**src/bgi_pkg.sv**
```systemverilog
// Package for the Bayer green interpolation block.
// Holds pixel, site and register types, line store word layout and stage structs.
// No dependencies; compiled first.
package bgi_pkg;

	localparam int PIXEL_W        = 8;
	localparam int DIM_CFG_W      = 13;
	localparam int DEF_MAX_WIDTH  = 4096;
	localparam int DEF_MAX_HEIGHT = 4096;
	localparam int RST_WIDTH      = 640;
	localparam int RST_HEIGHT     = 480;
	localparam int APB_ADDR_W     = 3;
	localparam int APB_DATA_W     = 32;
	localparam int LANES          = 4;
	localparam int LANE_W         = 2;

	typedef logic [PIXEL_W-1:0] pixel_t;

	typedef enum logic [1:0] {
		SITE_RED   = 2'd0,
		SITE_GREEN = 2'd1,
		SITE_BLUE  = 2'd2
	} site_t;

	typedef enum logic [0:0] {
		REG_FRAME_WIDTH  = 1'b0,
		REG_FRAME_HEIGHT = 1'b1
	} reg_idx_t;

	// one line store word: the same column of four rows, lane = row mod 4
	typedef logic [LANES-1:0][PIXEL_W-1:0] ls_word_t;

	typedef struct packed {
		logic              rd_en;
		logic              wr_en;
		logic [LANE_W-1:0] wr_lane;
		pixel_t            wr_byte;
	} ls_ctrl_t;

	typedef struct packed {
		pixel_t x5;
		pixel_t g2;
		pixel_t g4;
		pixel_t g6;
		pixel_t g8;
		pixel_t x1;
		pixel_t x3;
		pixel_t x7;
		pixel_t x9;
		site_t  site;
		logic   last;
	} bgi_cross_t;

	typedef struct packed {
		pixel_t green;
		pixel_t mosaic_value;
		site_t  site_color;
		logic   last_of_frame;
	} bgi_result_t;

endpackage

```
**src/bgi_regs.sv**
```systemverilog
// APB register file for frame width and height, with range clamping.
// Any write raises a one-cycle restart. Depends on bgi_pkg.
module bgi_regs import bgi_pkg::*; #(
	parameter int MAX_WIDTH  = DEF_MAX_WIDTH,
	parameter int MAX_HEIGHT = DEF_MAX_HEIGHT,
	localparam int WD_W = $clog2(MAX_WIDTH + 1),
	localparam int HD_W = $clog2(MAX_HEIGHT + 1)
) (
	input  logic                  clk,
	input  logic                  arst_n,
	input  logic                  psel,
	input  logic                  penable,
	input  logic                  pwrite,
	input  logic [APB_ADDR_W-1:0] paddr,
	input  logic [APB_DATA_W-1:0] pwdata,
	output logic [APB_DATA_W-1:0] prdata,
	output logic                  pready,
	output logic [WD_W-1:0]       frame_w,
	output logic [HD_W-1:0]       frame_h,
	output logic                  restart
);

	localparam int CW = (DIM_CFG_W > WD_W) ? DIM_CFG_W : WD_W;
	localparam int CH = (DIM_CFG_W > HD_W) ? DIM_CFG_W : HD_W;

	logic [DIM_CFG_W-1:0] width_q;
	logic [DIM_CFG_W-1:0] height_q;
	reg_idx_t             idx;
	logic                 wr;
	logic [CW-1:0]        wext;
	logic [CH-1:0]        hext;

	assign idx     = reg_idx_t'(paddr[APB_ADDR_W-1]);
	assign pready  = 1'b1;
	assign wr      = psel && penable && pwrite;
	assign restart = wr;

	always_ff @(posedge clk or negedge arst_n) begin
		if (!arst_n) begin
			width_q  <= DIM_CFG_W'(RST_WIDTH);
			height_q <= DIM_CFG_W'(RST_HEIGHT);
		end else if (wr) begin
			case (idx)
				REG_FRAME_WIDTH: begin
					width_q <= pwdata[DIM_CFG_W-1:0];
				end
				REG_FRAME_HEIGHT: begin
					height_q <= pwdata[DIM_CFG_W-1:0];
				end
				default: begin
				end
			endcase
		end
	end

	always_comb begin
		case (idx)
			REG_FRAME_WIDTH:  prdata = APB_DATA_W'(width_q);
			REG_FRAME_HEIGHT: prdata = APB_DATA_W'(height_q);
			default:          prdata = '0;
		endcase
	end

	assign wext = CW'(width_q);
	assign hext = CH'(height_q);

	always_comb begin
		if (wext == '0) begin
			frame_w = WD_W'(1);
		end else if (wext > CW'(MAX_WIDTH)) begin
			frame_w = WD_W'(MAX_WIDTH);
		end else begin
			frame_w = WD_W'(wext);
		end
		if (hext == '0) begin
			frame_h = HD_W'(1);
		end else if (hext > CH'(MAX_HEIGHT)) begin
			frame_h = HD_W'(MAX_HEIGHT);
		end else begin
			frame_h = HD_W'(hext);
		end
	end

endmodule

```
**config.mk**
```make
export PLATFORM = sky130hd
export DESIGN_NAME = bgi_regs
export DESIGN_NICKNAME = d
export VERILOG_FILES = /design/src/bgi_pkg.sv /design/src/bgi_regs.sv
export SDC_FILE = /design/constraint.sdc
export NUM_CORES = 1
export LEC_CHECK = 0
export BUFFER_PORTS_ARGS = -buffer_cell sky130_fd_sc_hd__buf_4
export CAP_MARGIN = 20
export CORE_MARGIN = 10
export CORE_UTILIZATION = 46
export DETAILED_ROUTE_END_ITERATION = 10
export GPL_TIMING_DRIVEN = 0
export HOLD_SLACK_MARGIN = 0.06
export PLACE_DENSITY = 0.87
export SYNTH_ARGS = -nofsm -noshare
export SYNTH_HDL_FRONTEND = slang
export SYNTH_SLANG_ARGS = --single-unit
```
**constraint.sdc**
```tcl
create_clock -name clk -period 3.3 [get_ports clk]
set_clock_uncertainty 0.15 [all_clocks]
set_input_delay 0.33 -clock clk [delete_from_list [all_inputs] [get_ports clk]]
set_output_delay 0.33 -clock clk [all_outputs]
set_load 0.005 [all_outputs]
```
==> key figures <==
Pwr
  • Leakage: between 1 and 1.5 nW
  • Maximum vdd drop: between 0.0002 and 0.0003 V
  • Power, Total: 1.10 mW
  • PD cells: between 500 and 600 mW/mm^2

Detailed routing
  • Initial DRC count: 46
  • Drt pass-1 iters: 4
  • Total wire length: approximately 4.3 mm
  • Via-to-Cell Ratio: 4.63
  • Vias: between 1000 and 1500
  • Residual DRC: 0
  • Post-DRT Antenna Nets: 0
  • Drt wl/cell: 16.7 um

Clock network
  • Post-CTS sizing: 0
  • CTS Sinks: 26
  • CTS tree: done
  • H-tree Lvls: 1
  • Clk buf depth: 2
  • CTS Hold Bufs: 1
  • Num CTS Buffers: 3
  • Later-pin clock latency in the skew report: 0.31 ns
  • Postcts setup bufs: 0
  • CTS root buf: clkbuf_4
  • Worst-path clk slew: 0.14 ns

Run
  • Max Cap Viol: 0

Synth
  • Synth Flop Type: dfrtp_1
  • Post-Syn Area: roughly 0.0016 mm^2
  • Post-synth ARST share: 1.00
  • Netlist cell types: 18
  • Sequential fraction of the synthesis area: 0.412
  • FF+latch count, synth: 26
  • YS warnings: 0
  • Cells after Synth: approximately 130
  • Avg Cell Area, Syn: around 12 um^2
  • EDFF count, synth: 0

Timing
  • Worst hold slack: 0.0933 ns
  • Final Slew Violations: 0
  • Worst rel slew slack: 0.655
  • Fmax: 476 MHz
  • Setup-failing EPs final: 0
  • TNS Setup: 0 ns
  • Fin crit period: 2.10 ns
  • Final Hold Fails: 0
  • Final setup margin: 1.20 ns
  • RSZ-0062 raised after global routing: no
  • Final period utilization: 0.637
  • Worst slew pin tran: 0.518 ns

Setup path
  • FF-to-FF End: height_q[12]
  • Crit. Startpoint: height_q[12]
  • Cells on worst reg2reg path: 2
  • CP Launch Type: flip-flop
  • R2R Path Start: height_q[12]
  • Critical Path Sink: prdata[12]
  • Worst setup EP type: output pin
  • Worst EP arrival: 1.62 ns
  • Req. time, crit path: between 2 and 3 ns
  • R2R setup slack: 1.90 ns
  • CP Class: reg -> out
  • Critical path peak fanout: 10

Floorplan
  • Initial Utilization: 0.479
  • I/O Pins: 100
  • Die X: 78.9 um
  • Number of core rows: 21
  • Core Region: between 0.003 and 0.004 mm^2
  • DIE HEIGHT: 78.9 um
  • Die Area: 0.00623 mm^2

Global route
  • Initial antenna violation count: 0
  • Largest net degree at the start of global routing: 27
  • Vias in the first global route: 1303
  • Total global-route track usage: 0.134
  • Grt total ovfl: 0
  • Global-route wire length before repair: 6.77 mm

Final layout
  • Antenna fix cells: 0
  • Post-layout util: 0.658
  • Syn-to-layout area delta: 37.5%
  • FILL cells: between 200 and 300
  • Layout cells sized above 1: 0.621
  • Final nets: 252

Place
  • Pre-CTS setup slack: 1.57 ns
  • Hpwl dp: 3.50 mm
  • Final GP Congestion: 0.805
  • IO Port Bufs: 57

Outcome
  • Outcome: completed

Min path
  • Type of the tightest min-delay check: in -> reg
-- synthesized netlist by cell type, types with 2 or more instances --
cell type	count	area, um^2
buf_6	3	33.8
dfstp_2	6	158
nor4_1	6	37.5
a32o_1	2	20.0
dfrtp_1	20	500
nor2b_1	22	138
buf_4	20	150
clkbuf_1	4	15.0
inv_1	2	7.51
conb_1	2	7.51
mux2_2	28	315
mux2_4	10	150
-- layout make-up --
cell class                      instances  area [um^2]  share of cell area
Buffer                                 28          204              0.0928
Clock buffer                            4         36.3              0.0165
Inverter                                2         7.51             0.00342
Multi-Input combinational cell         93          796               0.362
Sequential cell                        26          658               0.300
Tap cell                               46         57.6              0.0262
Timing Repair Buffer                   58          438               0.199
-- kinds of logic after synthesis --
| family | count (synthesis) | share of synthesized area |
|---|---|---|
| other | 2 | 0.00470 |
| muxes | 38 | 0.291 |
| buffers and inverters | 30 | 0.132 |
| DFF | 26 | 0.412 |
| AOI/OAI and AO/OA | 3 | 0.0157 |
| and+or+nand+nor | 32 | 0.144 |
-- power by group --
| part | leakage [nW] | total [mW] | internal (mW) | switching (mW) |
|---|---|---|---|---|
| sequential | 0.303 | 0.478 | 0.401 | 0.0764 |
| combinational | 0.799 | 0.468 | 0.299 | 0.169 |
| clock | 0.0210 | 0.158 | 0.0674 | 0.0907 |
-- sequential cells by signal, summed over array words and instances (netlist names) --
signal,count
wext,13
height_q,13
-- per-stage QoR --
| step | area [um^2] | instances |
|---|---|---|
| finish | 2200 | 257 |
| global route | 2200 | 257 |
| CTS | 2200 | 257 |
| detailed placement | 2150 | 252 |
| global placement | 2150 | 252 |
| floorplan | 1670 | 149 |
-- how the worst min path moves through the flow --
stage	start	to	slack, ns	cells after the start
6_report	pwdata[10]	wext[10]	0.09	2
5_1_grt	pwdata[10]	wext[10]	0.07	2
4_1_cts	pwdata[10]	wext[10]	0.08	2
3_5_place_dp	arst_n	wext[6]	0.11	1
3_3_place_gp	arst_n	height_q[9]	0.11	1
2_1_floorplan	arst_n	height_q[0]	-0.12	0
-- layout by cell type (no fill, tap or decap) --
master	count
buf_4	77
mux2_2	28
nor2b_1	22
conb_1	20
dfrtp_1	20
mux2_4	10
nor4_1	6
dfstp_2	6
clkbuf_1	4
buf_6	3
clkbuf_4	3
inv_1	2
a32o_1	2
buf_2	1
and3_1	1
nand2_1	1
o21ai_0	1
nand4b_4	1
nand4_4	1
clkbuf_8	1
dlygate4sd3_1	1
-- worst max-delay path, cell delays in order, from the launching register on --
cell and delay, ns:
dfrtp_1 0.50, clkbuf_1 0.45, nand2_1 0.10, o21ai_0 0.11
buf_4 0.15
-- metal layers --
layer	wire length, um	up-vias	global-route usage
li1	-	572	-
met1	1780	563	0.158
met2	2080	52	0.222
met3	417	2	0.0608
met4	14	0	0.0269
met5	0	-	0
(Power assumes the default switching activity.)
