===== src/bgi_pkg.sv =====
// Package for the Bayer green interpolation block.
// Holds pixel, site and register types, line store word layout and stage structs.
// No dependencies; compiled first.
package bgi_pkg;

	localparam int PIXEL_W        = 8;
	localparam int DIM_CFG_W      = 13;
	localparam int DEF_MAX_WIDTH  = 4096;
	localparam int DEF_MAX_HEIGHT = 4096;
	localparam int RST_WIDTH      = 640;
	localparam int RST_HEIGHT     = 480;
	localparam int APB_ADDR_W     = 3;
	localparam int APB_DATA_W     = 32;
	localparam int LANES          = 4;
	localparam int LANE_W         = 2;

	typedef logic [PIXEL_W-1:0] pixel_t;

	typedef enum logic [1:0] {
		SITE_RED   = 2'd0,
		SITE_GREEN = 2'd1,
		SITE_BLUE  = 2'd2
	} site_t;

	typedef enum logic [0:0] {
		REG_FRAME_WIDTH  = 1'b0,
		REG_FRAME_HEIGHT = 1'b1
	} reg_idx_t;

	// one line store word: the same column of four rows, lane = row mod 4
	typedef logic [LANES-1:0][PIXEL_W-1:0] ls_word_t;

	typedef struct packed {
		logic              rd_en;
		logic              wr_en;
		logic [LANE_W-1:0] wr_lane;
		pixel_t            wr_byte;
	} ls_ctrl_t;

	typedef struct packed {
		pixel_t x5;
		pixel_t g2;
		pixel_t g4;
		pixel_t g6;
		pixel_t g8;
		pixel_t x1;
		pixel_t x3;
		pixel_t x7;
		pixel_t x9;
		site_t  site;
		logic   last;
	} bgi_cross_t;

	typedef struct packed {
		pixel_t green;
		pixel_t mosaic_value;
		site_t  site_color;
		logic   last_of_frame;
	} bgi_result_t;

endpackage


===== src/bgi_interp.sv =====
// Green interpolation datapath: gradient stage then select, divide and saturate stage.
// Takes the masked cross neighbourhood, drives the result register. Depends on bgi_pkg.
module bgi_interp import bgi_pkg::*; (
	input  logic        clk,
	input  logic        en_s3,
	input  logic        en_s4,
	input  bgi_cross_t  nbhd,
	output bgi_result_t result
);

	function automatic logic [9:0] abs11(input logic signed [10:0] v);
		abs11 = (v < 0) ? 10'(-v) : 10'(v);
	endfunction

	logic signed [10:0] eh, ev, e4;
	logic [7:0]         gdh, gdv;
	logic [9:0]         dh, dv, sum4;
	logic [8:0]         sum_h, sum_v;

	logic signed [10:0] eh_s3, ev_s3, e4_s3;
	logic [9:0]         dh_s3, dv_s3, sum4_s3;
	logic [8:0]         sum_h_s3, sum_v_s3;
	pixel_t             x5_s3;
	site_t              site_s3;
	logic               last_s3;

	logic signed [10:0] qh, qv, q4, cand;
	pixel_t             sat;
	bgi_result_t        res_s4;

	always_comb begin
		eh = $signed({2'b00, nbhd.x5, 1'b0}) - $signed({3'b000, nbhd.x3})
			- $signed({3'b000, nbhd.x7});
		ev = $signed({2'b00, nbhd.x5, 1'b0}) - $signed({3'b000, nbhd.x1})
			- $signed({3'b000, nbhd.x9});
		e4 = eh + ev;
		gdh = (nbhd.g4 > nbhd.g6) ? nbhd.g4 - nbhd.g6 : nbhd.g6 - nbhd.g4;
		gdv = (nbhd.g2 > nbhd.g8) ? nbhd.g2 - nbhd.g8 : nbhd.g8 - nbhd.g2;
		dh = 10'(gdh) + abs11(eh);
		dv = 10'(gdv) + abs11(ev);
		sum_h = 9'(nbhd.g4) + 9'(nbhd.g6);
		sum_v = 9'(nbhd.g2) + 9'(nbhd.g8);
		sum4 = 10'(nbhd.g2) + 10'(nbhd.g4) + 10'(nbhd.g6) + 10'(nbhd.g8);
	end

	always_ff @(posedge clk) begin
		if (en_s3) begin
			eh_s3    <= eh;
			ev_s3    <= ev;
			e4_s3    <= e4;
			dh_s3    <= dh;
			dv_s3    <= dv;
			sum_h_s3 <= sum_h;
			sum_v_s3 <= sum_v;
			sum4_s3  <= sum4;
			x5_s3    <= nbhd.x5;
			site_s3  <= nbhd.site;
			last_s3  <= nbhd.last;
		end
	end

	// signed divide by a power of two, rounded toward zero
	always_comb begin
		qh = (eh_s3 + ((eh_s3 < 0) ? 11'sd3 : 11'sd0)) >>> 2;
		qv = (ev_s3 + ((ev_s3 < 0) ? 11'sd3 : 11'sd0)) >>> 2;
		q4 = (e4_s3 + ((e4_s3 < 0) ? 11'sd7 : 11'sd0)) >>> 3;
		if (dh_s3 < dv_s3) begin
			cand = $signed({3'b000, sum_h_s3[8:1]}) + qh;
		end else if (dh_s3 > dv_s3) begin
			cand = $signed({3'b000, sum_v_s3[8:1]}) + qv;
		end else begin
			cand = $signed({3'b000, sum4_s3[9:2]}) + q4;
		end
		if (cand < 0) begin
			sat = '0;
		end else if (cand > 11'sd255) begin
			sat = '1;
		end else begin
			sat = cand[7:0];
		end
	end

	always_ff @(posedge clk) begin
		if (en_s4) begin
			res_s4.green         <= (site_s3 == SITE_GREEN) ? x5_s3 : sat;
			res_s4.mosaic_value  <= x5_s3;
			res_s4.site_color    <= site_s3;
			res_s4.last_of_frame <= last_s3;
		end
	end

	assign result = res_s4;

endmodule


===== config.mk =====
export PLATFORM = sky130hd
export DESIGN_NAME = bgi_interp
export DESIGN_NICKNAME = d
export VERILOG_FILES = /design/src/bgi_pkg.sv /design/src/bgi_interp.sv
export SDC_FILE = /design/constraint.sdc
export NUM_CORES = 1
export LEC_CHECK = 0
export ABC_AREA = 0
export BUFFER_PORTS_ARGS = -buffer_cell sky130_fd_sc_hd__clkbuf_2
export CAP_MARGIN = 40
export CORE_ASPECT_RATIO = 0.6
export CORE_MARGIN = 2
export CORE_UTILIZATION = 45
export DETAILED_ROUTE_END_ITERATION = 8
export PLACE_DENSITY_LB_ADDON = 0.1
export SLEW_MARGIN = 10
export SYNTH_ARGS = -nofsm -noshare
export SYNTH_HDL_FRONTEND = slang
export SYNTH_SLANG_ARGS = --single-unit

===== constraint.sdc =====
create_clock -name clk -period 5.7 [get_ports clk]
set_clock_uncertainty 0.05 [all_clocks]
set_input_delay 0.57 -clock clk [delete_from_list [all_inputs] [get_ports clk]]
set_output_delay 0.57 -clock clk [all_outputs]
set_load 0.01 [all_outputs]

==> summary.txt, run 1 <==
Synth
  – Sequential fraction of the synthesis area: 0.299
  – Synth Warn #: 0
  – Post-synthesis cell area: 0.0108 sq mm
  – Post-synth EDFFs: 107
  – Netlist cell types: 83
  – Dominant synthesized flop cell: edfxtp_1
  – Syn nets: 1352
  – Async set-reset flop share out of synthesis: 0
  – Flops & latches, synth: about 110
  – Mapped Cells: 1091
  – Synth Area per Inst: 9.86 sq um

Drt
  – Drc violations: 0
  – ANT nets after route: 0
  – Routed wire length: 27.8 mm
  – Via count: between 8000 and 9000
  – First drt pass iteration count: 5
  – Initial DRC count: 665
  – DR WL/cell: ~18 um
  – Vias per cell: 5.34

Floorplanning
  – Initial core utilization: 0.462
  – Die area: 0.0252 sq mm
  – Row Count: 43
  – IO Count: 97
  – Chip Width: 204 um
  – Core ar.: 0.0233 sq mm
  – Height of the die: about 120 um

Clock tree
  – Root Buffer: clkbuf_16
  – CTS hold repair buffers: 0
  – Number of CTS-inserted buffers: 9
  – # clock sinks: 107
  – Deepest clock path buffer count: 2
  – Worst skew pair latency: 370 ps
  – Clock slew at reported path FFs: around 80 ps
  – H-tree Lvls: 3
  – CTS tree: done

Run status
  – Status: finished clean

Place
  – Post-detail-place hpwl: 23.4 mm
  – RePlAce Congestion: 0.871
  – IO Port Bufs: 96

Power and ir drop
  – Clock power frac: 0.116
  – Net load switching power: around 2600 uW
  – Pwr/cell area: between 400 and 500 mW/mm^2
  – Static leakage: 0.00544 uW
  – Worst VDD drop: between 0.3 and 0.4 mV
  – Int Pwr: roughly 3200 uW
  – Switching share of power: 0.446
  – Share of power burned in registers: 0.244
  – Comb power frac: 0.640

Global route
  – First-pass GRT wire length: ~43 mm
  – Largest net degree at the start of global routing: 50
  – Tot GR Track Use: 0.226
  – Congestion Overflow GR: 0
  – Vias in the first global route: 7629
  – Initial antenna violation count: 0

Worst setup path
  – RR Endpoint: result[11]
  – Crit path cell chain: clkbuf_2 > fa_1 > a211oi_1 > o21ai_0 > a21oi_1 > xnor2_1 > ha_1 > o21ai_0 > inv_1 > o31ai_1 > a21oi_1 > o211ai_1 > o21ai_0 > ha_1 > a21o_1 > a21oi_1 > nor2b_1 > o31a_1 > o21a_1 > o22a_1 > a2111oi_2
  – R2R Path Start: e4_s3[10]
  – Worst-case reg-to-reg path depth: 14
  – Worst Setup Path Type: in -> reg
  – Worst EP required: between 5000 and 6000 ps
  – Crit Path Max Fanout: 6
  – Reg2reg setup slack: 1500 ps
  – Top delay family on crit path: compound AO/OA/AOI/OAI gates
  – CP arrival: 5330 ps
  – Slowest cell delay on critical path: slightly below 500 ps
  – Critical-path top delay cell: fa_1
  – Bufs and invs on worst path: 2
  – Startpoint types: input pin
  – Worst Setup End Kind: flop

STA
  – Endpoints failing setup: 0
  – Slew headroom: 0.410
  – FMAX: 192 MHz
  – Worst-Margin Slew: approximately 900 ps
  – Period utilisation layout: 0.916
  – Fin crit period: 5220 ps
  – Final hold vios: 0
  – RSZ-0062 raised after global routing: false
  – Slew Limit Fails: 0
  – Setup_tns: 0 ps

Cells and area
  – Fin nets: roughly 1500
  – # diodes: 0
  – Layout area overhead: 11.4%
  – Most common cell after layout, fill and taps aside: ha_1
  – Core Util, Final: 0.515
  – Share of layout cells above drive strength 1: 0.126
  – Most frequent cells in the layout: 151 x ha_1, 137 x inv_1, 107 x edfxtp_1, 95 x clkbuf_2, 83 x xnor2_1

Flow run
  – Max Cap Viol: 0

Min path
  – Hold Path Depth: 1
  – HP Class: in -> reg
  – Hold path endpoint: last_s3
  – Hold Crit Start: nbhd[0]
## stage by stage
| stage | instances | hold WS [ps] | power [uW] | area (sq um) | setup WS [ps] |
|---|---|---|---|---|---|
| after floorplan | 1091 | 350 | 4120 | 10800 | 640 |
| after global placement | 1500 | 357 | 5080 | 11700 | 261 |
| after detailed placement | 1500 | 355 | 5110 | 11700 | 107 |
| after CTS | 1516 | 315 | 5820 | 12000 | 468 |
| after global routing | 1518 | 314 | 6330 | 12000 | 118 |
| final | 1518 | 324 | 5820 | 12000 | 482 |
## synth_stat cells (all sizes together) (4+ instances only)
cell type | number | share of area
ha | 151 | 0.18
inv | 139 | 0.048
edfxtp | 107 | 0.30
xnor2 | 84 | 0.070
a21oi | 73 | 0.034
nor2 | 59 | 0.021
nand2 | 58 | 0.020
o21ai | 50 | 0.023
xor2 | 49 | 0.041
fa | 32 | 0.060
a21o | 31 | 0.022
nand3 | 17 | 0.0079
nor3 | 16 | 0.0074
nand2b | 15 | 0.0087
o21bai | 15 | 0.010
nor2b | 14 | 0.0081
o211ai | 13 | 0.0095
mux2i | 11 | 0.010
nand4 | 10 | 0.0058
o21a | 10 | 0.0070
o221a | 8 | 0.0084
or2 | 7 | 0.0041
a2111oi | 6 | 0.0060
a211oi | 6 | 0.0047
a31oi | 6 | 0.0035
clkbuf | 6 | 0.0021
mux2 | 6 | 0.0063
and3 | 5 | 0.0029
buf | 5 | 0.0029
o31a | 5 | 0.0041
or3 | 5 | 0.0029
a21boi | 4 | 0.0028
a221o | 4 | 0.0037
a31o | 4 | 0.0033
and2 | 4 | 0.0023
nand4b | 4 | 0.0033
o211a | 4 | 0.0037
o221ai | 4 | 0.0038
## cells by family after synthesis
group           synth area share
mux                       0.0165
buf+inv                   0.0535
xor+xnor                   0.111
compound gates             0.170
flops                      0.299
simple gates               0.116
fa+ha+maj                  0.235
## power by group through the flow
stage	logic (uW)	registers, uW	clock network (uW)
global route	4170	1450	719
detailed placement	3670	1440	0
CTS	3710	1420	688
floorplan	2710	1410	0
finish	3730	1420	676
global placement	3640	1440	0
## area by class of cell
cell class                 instances  area [sq um]
clock buffer                       9           225
clock inverter                     7           100
fill                            2136         11300
inverter                         139           522
multi-input combinational        834          6970
sequential                       107          3210
tap                              315           394
timing repair buffer             107           566
## state kept, by name, summed over array words and instances (netlist names)
signal,cells
dh_s3,10
dv_s3,10
e4_s3,11
eh_s3,11
ev_s3,11
last_s3,1
result,19
site_s3,2
sum4_s3,8
sum_h_s3,8
sum_v_s3,8
x5_s3,8
## metal layers
metal	vias to the layer above	share of wire	GRT usage
met5	-	0	0
met4	0	0.0049	0.0283
met3	13	0.056	0.0481
met2	154	0.38	0.300
met1	3829	0.56	0.373
li1	4113	-	-
## worst max-delay path by stage
stage                     slack (ps)  depth (start not counted)      from        to
final                            480                         21  nbhd[67]  dv_s3[9]
after global routing             120                         24  nbhd[67]  dh_s3[9]
after CTS                        470                         21  nbhd[67]  dv_s3[9]
after detailed placement         110                         24  nbhd[67]  dh_s3[9]
after global placement           260                         21  nbhd[67]  dv_s3[9]
after floorplan                  640                         22  nbhd[28]  dv_s3[9]
## what timing repair did
| item | 4_1_cts | 5_1_grt |
|---|---|---|
| gates resized for setup | 0 | 1 |
| endpoints found under the setup margin | 0 | 2 |
| setup buffers | 0 | 2 |
Power figures use the tool's default switching activity.
==> inputs of run 2 (changes only) <==
MAX_ROUTING_LAYER = met4   (was unset)
SETUP_SLACK_MARGIN = 0.05   (was unset)
==> run 2 against run 1 <==
Effect of this change:
- total power about the same
- sequential share of layout area about the same
- highest routed layer unchanged
- via count up 0.23%
- count of clock-buffer cells in the layout unchanged
- global-route usage up 0.70 points
- largest cell class unchanged
- die area unchanged
- fmax down 0.18%
- largest power group unchanged
- clock power about the same
==> summary.txt, run 2 (synthesized netlist as in run 1, its figures left out) <==
Drt
  – First drt pass iteration count: 7 (+2)
  – Via count: 8128 (+0.23%)
  – Vias per cell: 5.35 (+0.17%)
  – Drc violations: 0 (unchanged)
  – ANT nets after route: 0 (unchanged)
  – Initial DRC count: 627 (-5.7%)
  – DR WL/cell: 18.3 um (about the same)
  – Routed wire length: 27.8 mm (about the same)

Run status
  – Status: finished clean

STA
  – Period utilisation layout: 0.917 (+0.00162)
  – Final hold vios: 0 (unchanged)
  – RSZ-0062 raised after global routing: false
  – FMAX: 191 MHz (-0.18%)
  – Worst-Margin Slew: 886 ps (+4.12 ps)
  – Setup_tns: 0 ps (unchanged)
  – Slew Limit Fails: 0 (unchanged)
  – Endpoints failing setup: 0 (unchanged)
  – Slew headroom: 0.408 (-0.00276)
  – Fin crit period: 5230 ps (+9.23 ps)

Power and ir drop
  – Pwr/cell area: 485 mW/mm^2 (-0.10%)
  – Worst VDD drop: 0.310 mV (about the same)
  – Static leakage: 0.00544 uW (unchanged)

Cells and area
  – Multi-input gate area: 0.00697 sq mm (unchanged)
  – Layout area overhead: 11.5% (about the same)
  – Max reg flops: 19 (unchanged)
  – Fillers: 2137 (+0.047%)
  – Share of layout cells above drive strength 1: 0.126 (unchanged)
  – Fin nets: 1459 (unchanged)
  – Core Util, Final: 0.515 (about the same)
  – Most common cell after layout, fill and taps aside: ha_1
  – Most frequent cells in the layout: 151 x ha_1, 137 x inv_1, 107 x edfxtp_1, 95 x clkbuf_2, 83 x xnor2_1
  – FF+latch area: 0.00321 sq mm (unchanged)

Place
  – Post-detail-place hpwl: 23.4 mm (unchanged)
  – IO Port Bufs: 96 (unchanged)
  – RePlAce Congestion: 0.885 (+1.6%)

Flow run
  – Max Cap Viol: 0 (unchanged)

Clock tree
  – CTS tree: done
  – CTS hold repair buffers: 0 (unchanged)
  – Clock slew at reported path FFs: 80 ps (about the same)
  – Root Buffer: clkbuf_16
  – Worst skew pair latency: 360 ps (about the same)
  – H-tree Lvls: 3 (unchanged)
  – Number of CTS-inserted buffers: 9 (unchanged)
  – Deepest clock path buffer count: 2 (unchanged)
  – # clock sinks: 107 (unchanged)

Floorplanning
  – Die area: 0.0252 sq mm (unchanged)
  – Chip Width: 204 um (unchanged)
  – Height of the die: 124 um (unchanged)
  – Initial core utilization: 0.462 (unchanged)
  – Core ar.: 0.0233 sq mm (unchanged)
  – Row Count: 43 (unchanged)
  – IO Count: 97 (unchanged)

Global route
  – First-pass GRT wire length: 42.8 mm (about the same)
  – Vias in the first global route: 7620 (-0.12%)
  – Tot GR Track Use: 0.233 (+0.00699)
  – Congestion Overflow GR: 0 (unchanged)
  – Largest net degree at the start of global routing: 50 (unchanged)
  – Initial antenna violation count: 0 (unchanged)

Min path
  – Hold Crit Start: nbhd[0]
  – HP Class: in -> reg

Worst setup path
  – Critical path endpoint: dv_s3[9]
  – Setup crit start: nbhd[67]
  – Reg2reg setup slack: 1500 ps (about the same)
  – Worst Setup Path Type: in -> reg
  – Slowest cell delay on critical path: 490 ps (about the same)
  – CP arrival: 5340 ps (about the same)
  – Crit path cell chain: clkbuf_2 > fa_1 > a211oi_1 > o21ai_0 > a21oi_1 > xnor2_1 > ha_1 > o21ai_0 > inv_1 > o31ai_1 > a21oi_1 > o211ai_1 > o21ai_0 > ha_1 > a21o_1 > a21oi_1 > nor2b_1 > o31a_1 > o21a_1 > o22a_1 > a2111oi_2
  – RR Endpoint: result[11]
  – Worst EP required: 5810 ps (about the same)
  – Startpoint types: input pin
  – Worst Setup End Kind: flop
  – Crit Path Max Fanout: 6 (unchanged)
  – Critical-path top delay cell: fa_1
  – Worst-case reg-to-reg path depth: 14 (unchanged)
  – R2R Path Start: e4_s3[10]
==> run 2: cell count changes in the layout (fill, tap and decap cells not counted) <==
| cell | before | now |
|---|---|---|
| diode_2 | 0 | 1 |
==> run 2: layout make-up <==
cell class | instances | share of cell area
Multi-Input combinational cell | 834 | 0.581
Sequential cell | 107 | 0.268
Timing Repair Buffer | 107 | 0.0472
Inverter | 139 | 0.0435
Tap cell | 315 | 0.0329
Clock buffer | 9 | 0.0188
Clock inverter | 7 | 0.00835
Antenna cell | 1 | 0.000209
==> run 2: worst max-delay path, delay by kind of cell <==
kind            cells  cell delay, ps
fa+ha+maj           3            1180
buf+inv             2             240
simple gates        1              90
xor+xnor            1              80
compound gates     14            3160
==> run 2: worst min-delay path by stage <==
stage,endpoint,cells past startpoint,slack (ps)
after floorplan,result[0],0,350
after global placement,result[0],0,360
after detailed placement,result[0],0,350
after CTS,last_s3,1,310
after global routing,last_s3,1,310
final,last_s3,1,330
==> run 2: what timing repair did <==
action / 4_1_cts / 5_1_grt
setup endpoints to repair: 0 / 4
resized for setup: 0 / 1
setup buffers: 0 / 2
==> run 2: where the power goes <==
| part | internal, uW | switching (uW) | leakage, uW |
|---|---|---|---|
| Sequential | 1280 | 136 | 0.00105 |
| Combinational | 1590 | 2140 | 0.00423 |
| Clock | 356 | 321 | 0.000158 |
| Total | 3230 | 2590 | 0.00544 |
==> run 2: per-layer routing <==
layer	wire length [um]	share of wire	global-route usage	vias to the layer above
met5	0	0	-	-
met1	15600	0.56	0.372	3842
met4	95	0.0034	0.0283	0
met2	10500	0.38	0.300	160
met3	1580	0.057	0.0500	11
li1	-	-	-	4115
==> run 2: stage by stage <==
| stage | worst slack, ps | instances | total power [uW] | hold WS [ps] | instance area (sq um) |
|---|---|---|---|---|---|
| after floorplan | 640 | 1091 | 4120 | 350 | 10800 |
| after global placement | 261 | 1500 | 5080 | 357 | 11700 |
| after detailed placement | 107 | 1500 | 5110 | 355 | 11700 |
| after CTS | 468 | 1516 | 5820 | 315 | 12000 |
| after global routing | 118 | 1518 | 6340 | 314 | 12000 |
| final | 472 | 1519 | 5820 | 326 | 12000 |
